==> config.mk <==
export PLATFORM = sky130hd
export DESIGN_NAME = kvt_cell
export DESIGN_NICKNAME = d
export VERILOG_FILES = /design/src/hw/rtl/kvt_pkg.sv /design/src/hw/rtl/kvt_cell.sv
export SDC_FILE = /design/constraint.sdc
export NUM_CORES = 1
export LEC_CHECK = 0
export ABC_AREA = 1
export BUFFER_PORTS_ARGS = -buffer_cell sky130_fd_sc_hd__buf_4
export CAP_MARGIN = 20
export CORE_AREA = 10 10 248 250
export CTS_BUF_LIST = sky130_fd_sc_hd__clkbuf_8
export DETAILED_ROUTE_END_ITERATION = 7
export DIE_AREA = 0 0 258 260
export GPL_TIMING_DRIVEN = 0
export PLACE_DENSITY = 0.52
export SYNTH_ARGS = -nofsm -noshare
export SYNTH_HDL_FRONTEND = slang
export SYNTH_SLANG_ARGS = --single-unit
==> constraint.sdc <==
create_clock -name clk -period 13.75 [get_ports clk]
set_clock_uncertainty 0.2 [all_clocks]
set_input_delay 2.75 -clock clk [delete_from_list [all_inputs] [get_ports clk]]
set_output_delay 2.75 -clock clk [all_outputs]
set_load 0.03 [all_outputs]
==> src/hw/rtl/kvt_pkg.sv <==
`timescale 1ns / 1ps
// Shared types and codes of the key-value table.
// Depends on nothing; key_value_table and kvt_cell use it.
package kvt_pkg;

	// Operation codes carried on the request channel.
	typedef enum logic [1:0] {
		FUNC_SET    = 2'd0,
		FUNC_GET    = 2'd1,
		FUNC_DELETE = 2'd2,
		FUNC_LIST   = 2'd3
	} func_t;

	// Status codes carried on the response channel.
	typedef enum logic [1:0] {
		STATUS_OK        = 2'd0,
		STATUS_NOT_FOUND = 2'd1,
		STATUS_FULL      = 2'd2,
		STATUS_EMPTY     = 2'd3
	} status_t;

	// Sequencer states.
	typedef enum logic [1:0] {
		ST_IDLE,
		ST_EXEC,
		ST_LIST
	} state_t;

	// Commands broadcast from the sequencer to every cell of the row.
	typedef struct packed {
		logic upd;        // set: overwrite the entry whose key matches
		logic append;     // set: write the new entry into the first free slot
		logic del;        // delete: matching cell takes the tail entry
		logic list_load;  // list: each cell copies its entry into its chain stage
		logic list_shift; // list: chain moves one cell towards slot zero
	} cell_cmd_t;

	localparam int SlotBits  = 6;
	localparam int CountBits = 7;

endpackage

==> src/hw/rtl/kvt_cell.sv <==
`timescale 1ns / 1ps
// One cell of the table: holds the entry of one slot, compares it with the request key
// and carries one stage of the list read-out chain. Depends on kvt_pkg.
module kvt_cell #(
	parameter int KEY_BITS = 64,
	parameter int SLOT     = 0
) (
	input  logic                             clk,
	input  kvt_pkg::cell_cmd_t               cmd,
	input  logic [KEY_BITS-1:0]              req_key,
	input  logic signed [31:0]               req_value,
	input  logic [31:0]                      req_now,
	input  logic [kvt_pkg::CountBits-1:0]    count,
	input  logic [KEY_BITS-1:0]              tail_key,
	input  logic signed [31:0]               tail_value,
	input  logic [31:0]                      tail_stamp,
	input  logic [KEY_BITS-1:0]              nxt_key,
	input  logic signed [31:0]               nxt_value,
	input  logic [31:0]                      nxt_stamp,
	output logic                             hit,
	output logic                             is_tail,
	output logic [KEY_BITS-1:0]              ent_key,
	output logic signed [31:0]               ent_value,
	output logic [31:0]                      ent_stamp,
	output logic [KEY_BITS-1:0]              ch_key,
	output logic signed [31:0]               ch_value,
	output logic [31:0]                      ch_stamp
);

	localparam logic [kvt_pkg::CountBits-1:0] SlotIdx = kvt_pkg::CountBits'(SLOT);

	logic [KEY_BITS-1:0] key_q;
	logic signed [31:0]  value_q;
	logic [31:0]         stamp_q;
	logic [KEY_BITS-1:0] ch_key_q;
	logic signed [31:0]  ch_value_q;
	logic [31:0]         ch_stamp_q;
	logic                live;
	logic                at_free;

	// Only slots below the count hold live entries.
	assign live    = SlotIdx < count;
	assign hit     = live && (key_q == req_key);
	assign at_free = SlotIdx == count;
	assign is_tail = (SlotIdx + 7'd1) == count;

	// Entry storage: set writes the request, delete pulls in the tail entry.
	always_ff @(posedge clk) begin
		if ((cmd.upd && hit) || (cmd.append && at_free)) begin
			key_q   <= req_key;
			value_q <= req_value;
			stamp_q <= req_now;
		end else if (cmd.del && hit && !is_tail) begin
			key_q   <= tail_key;
			value_q <= tail_value;
			stamp_q <= tail_stamp;
		end
	end

	// Read-out chain stage: loaded from the entry, then shifted towards slot zero.
	always_ff @(posedge clk) begin
		if (cmd.list_load) begin
			ch_key_q   <= key_q;
			ch_value_q <= value_q;
			ch_stamp_q <= stamp_q;
		end else if (cmd.list_shift) begin
			ch_key_q   <= nxt_key;
			ch_value_q <= nxt_value;
			ch_stamp_q <= nxt_stamp;
		end
	end

	assign ent_key   = key_q;
	assign ent_value = value_q;
	assign ent_stamp = stamp_q;
	assign ch_key    = ch_key_q;
	assign ch_value  = ch_value_q;
	assign ch_stamp  = ch_stamp_q;

endmodule
[After elaboration in Yosys (flattened, before gate mapping)]
Cells that the tools add are included.
Word-level totals
  register bits: 256
  bits of input ports: 397
Operators by class
  mux-type cells: 12
  reductions and logical operators: 10
  equality and inequality tests: 2
  magnitude comparators: 1
Operators with widths (number)
  32-bit two-way mux: 8
  64-bit two-way mux: 4
  64-bit == test: 1
  1-bit by 7-bit == test with 1-bit output (first input constant): 1
  7-bit zero test: 1
  1-bit by 7-bit less-than comparator with 1-bit output (first input constant): 1
  1-bit logical AND: 5
  2-bit nonzero test: 2
  1-bit zero test: 1
  1-bit logical OR: 1

[Logic depth before layout (Yosys ltp)]
  word-level depth: 6
  depth in mapped cells: 14

[Worst setup path before layout]
No wires, ideal clock.
  path type: input-to-reg
  start point: input count[5] in the netlist's numbering
  end point: register key_q[0], in the netlist ent_key[0], enable pin
  data required time: 12.443 ns
  arrival time: 6.326 ns
  setup slack: 6.117 ns
  stages on the path: 6
  cells stage by stage: nor3_1 inv_1 nor4_1 nor2_1 nand2_1 nand2_1
RTL lines
  from (decl): line kvt_cell.sv:13  | input logic [kvt_pkg::CountBits-1:0] count,
  1-bit by 7-bit == test with 1-bit output: line kvt_cell.sv:45  | assign is_tail = (SlotIdx + 7'd1) == count;
  named net is_tail: line kvt_cell.sv:21  | output logic is_tail,
  1-bit zero test: line kvt_cell.sv:53  | end else if (cmd.del && hit && !is_tail) begin
  1-bit logical AND: line kvt_cell.sv:53
  2-bit nonzero test (no source line)
  to (signal assigned): line kvt_cell.sv:50  | key_q <= req_key;
  to (signal assigned): line kvt_cell.sv:54  | key_q <= tail_key;
  to (decl): line kvt_cell.sv:32  | logic [KEY_BITS-1:0] key_q;
The timed path passes the listed nets, and every way through them passes these cells.
A chain may end at the register's enable or synchronous reset.

[Worst setup path in the final report]
  start point: input req_key[18]
  end point: output hit
Between the ends
  longest elaborated chain between the ends: 2
RTL lines
  from (decl): line kvt_cell.sv:10  | input logic [KEY_BITS-1:0] req_key,
  64-bit == test: line kvt_cell.sv:43  | assign hit = live && (key_q == req_key);
  1-bit logical AND: line kvt_cell.sv:43
  to (decl): line kvt_cell.sv:20  | output logic hit,
No other way between the ends.

==> results.yml <==
clock_network:
  tritoncts: "yes"
  root_buffer: "clkbuf_8"
  postCtsSetupBuffers: 0
  clk_pin_slew_ps: 70
  clock-sinks: 256
  post_cts_resized: 0
  numCtsBuffers: 50
  clockBufferDepth: 3
  htreeDepth: 2
  insertion_delay_ps: 630
  ctsHoldBuffers: 0
timing:
  drv_slew: 0
  tns_ps: 0
  hold_violations: 0
  fin_ws_ps: 6460
  fin_crit_sh_pct: 53.0
  timing.slew.headroom_pct: 33.6
  setup_viol: 0
  grt_setup_unrepaired: "no"
  fmax_mhz: 137
  min_period_ps: 7290
  worstMarginPinSlew_ps: 996
setup_path:
  critPathBufInv: 2
  rr_worst_depth: 15
  crit_family: "simple AND/OR/NAND/NOR gates"
  rrSetupSlack_ps: 9870
  cp_slowest_cell: "xnor2_1"
  start_kind: "primary input"
  max_stage_delay_ps: 450
  cp.depth: 7
  cp.required_ps: 10800
  crit_chain: "buf_4 > xnor2_1 > nand4_1 > nor2_1 > nand4_1 > nor3b_1 > buf_4"
  critical_path.max_fanout: 2
  critPathKind: "primary input to output pin"
  crit_path_end_kind: "output pin"
  cp.arrival_ps: 4340
power:
  total_power_mw: 1.94
  p_per_area_nw_per_um2: 100
  vdd_drop_max_mv: 0.0574
  p_leak_nw: 9.23
hold_path:
  hp-class: "flop to flop"
  min_path_cells: 2
yosys:
  synth-async-reset-ratio_pct: 0
  synth_top_area_share_pct: 61.8
  synth.area.top_cells: "edfxtp_1 (62%), nand2_1 (21%), nand3_1 (5.5%)"
  yosysTopAreaCell: "edfxtp_1"
  syn_area_per_cell_sq_um: 9.07
  ys_warn_count: 0
  syn_area_sq_um: 12400
  synth-main-ff-cell: "edfxtp_1"
  synth.most_common_cell: "nand2_1"
  synth_cell_types: 22
  synth_nets: 1768
  synth.yosys.seq_area_share_pct: 61.8
  ys_ff_latch: 256
  synthTopCellsByCount: "nand2_1 (695), edfxtp_1 (256), nand3_1 (137)"
  synth_edf_count: 256
  synth_cells: 1371
global_routing:
  grt_pass1_wl_um: 91500
  grt_pass1_vias: 12900
  grt_use_total_pct: 18.5
  gr-total-overflow: 0
  antenna_found_initial: 1
  grt_max_degree: 57
cells_and_area:
  area_growth_pct: 55.6
  diodes: 0
  drive_gt1_share_pct: 35.5
  nets: 2481
  final_area_sq_um: 19300
  finalNonFillerCells: 2876
  fillers: 5900
routing:
  wl_met1_um: 25400
  vias_per_cell: 4.36
  drt-total-wl_um: 65700
  wl_met2_um: 32100
  initialDrtViolationCount: 950
  first_pass_iters: 5
  wl_met3_um: 6790
  vias: 12500
  ant_nets: 0
  wl_per_cell_um: 22.9
  routed.top_layer: "met5"
  drcViolationCount: 0
floorplanning:
  dieHeight_um: 260
  num_rows: 87
  pin_count: 655
  core_area_sq_um: 56300
  start_util_pct: 22.1
  die_x_um: 258
  die-area_sq_um: 67100
placed_design:
  routabilityCongestion: 0.907
  port-buffer-count: 653
  place_hpwl_um: 53900
  dp.cells: 2788
  place_area_sq_um: 18500
  post-place-ws_ps: 6440
run:
  max_cap_viol_count: 0
status:
  outcome: "finished, final reports clean"
-- per-stage QoR --
| step | util [%] | hold WS [ps] |
|---|---|---|
| 3_3_place_gp | 32.5 | 336 |
| 2_1_floorplan | - | 548 |
| 4_1_cts | 34.4 | 349 |
| 6_report | 34.4 | 340 |
| 5_1_grt | 34.4 | 373 |
| 3_5_place_dp | 32.8 | 337 |
-- sequential cells by signal, indices dropped and copies added, names as in the netlist --
register / count
ch_key: 64
ent_value: 32
ch_stamp: 32
ent_key: 64
ent_stamp: 32
ch_value: 32
-- worst register-to-register path, stage by stage (launching register included) --
cell and delay (ps):
edfxtp_1 590, inv_1 270, nand2_1 110, nand2_1 120, nor2_1 130, nand2_1 100
nor2_1 100, nand2_1 50, nor2_1 240, nand4_1 190, nand2_1 140, buf_4 210
buf_4 200, inv_1 80, nand2_4 370, buf_16 330
-- layout make-up --
cell class,count,area [sq um],share of cell area (%)
clock buffer,50,688,3.56
buffer,70,372,1.92
multi-input combinational,979,4140,21.4
timing repair buffer,661,5070,26.2
clock inverter,38,196,1.02
tap,756,946,4.89
inverter,66,248,1.28
sequential,256,7690,39.7
-- cells in the final DEF, fill, tap and decap left out, types with 5 or more instances in the layout --
| master | instances |
|---|---|
| clkbuf_8 | 50 |
| buf_2 | 15 |
| clkbuf_1 | 40 |
| nand2_1 | 694 |
| buf_6 | 11 |
| nor2_1 | 59 |
| buf_4 | 655 |
| o21ai_0 | 26 |
| nand4_1 | 9 |
| edfxtp_1 | 256 |
| xnor2_1 | 31 |
| inv_1 | 84 |
| nand3_1 | 137 |
| clkinv_1 | 12 |
| xor2_1 | 5 |
-- worst paths after layout --
path                                               from                      end
worst min-delay path            ent_value[20]$_DFFE_PP_   ch_value[20]$_DFFE_PP_
worst max-delay path                        req_key[18]                      hit
worst min register to register  ent_value[20]$_DFFE_PP_   ch_value[20]$_DFFE_PP_
worst max register to register    ent_key[13]$_DFFE_PP_  ent_value[20]$_DFFE_PP_
-- cell families after synthesis --
| group | count (synthesis) | share of synthesized area [%] |
|---|---|---|
| AOI/OAI and AO/OA | 27 | 1.12 |
| and+or+nand+nor | 916 | 29.6 |
| buffers and inverters | 136 | 4.98 |
| xor gates and xnor gates | 36 | 2.54 |
| DFF | 256 | 61.8 |
-- per-layer routing --
layer / track usage [%] / up-vias
met5: 0 / -
met4: 4.87 / 2
met3: 6.95 / 88
met2: 31.8 / 626
met1: 21.4 / 5904
li1: - / 5920
-- where the power goes --
group	internal (mW)	leakage, nW	total, mW	switching [mW]
logic	0.140	6.24	0.317	0.178
registers	0.895	2.48	0.905	0.00981
clock network	0.358	0.521	0.720	0.362
No activity file was read; power rests on OpenSTA's default activity.
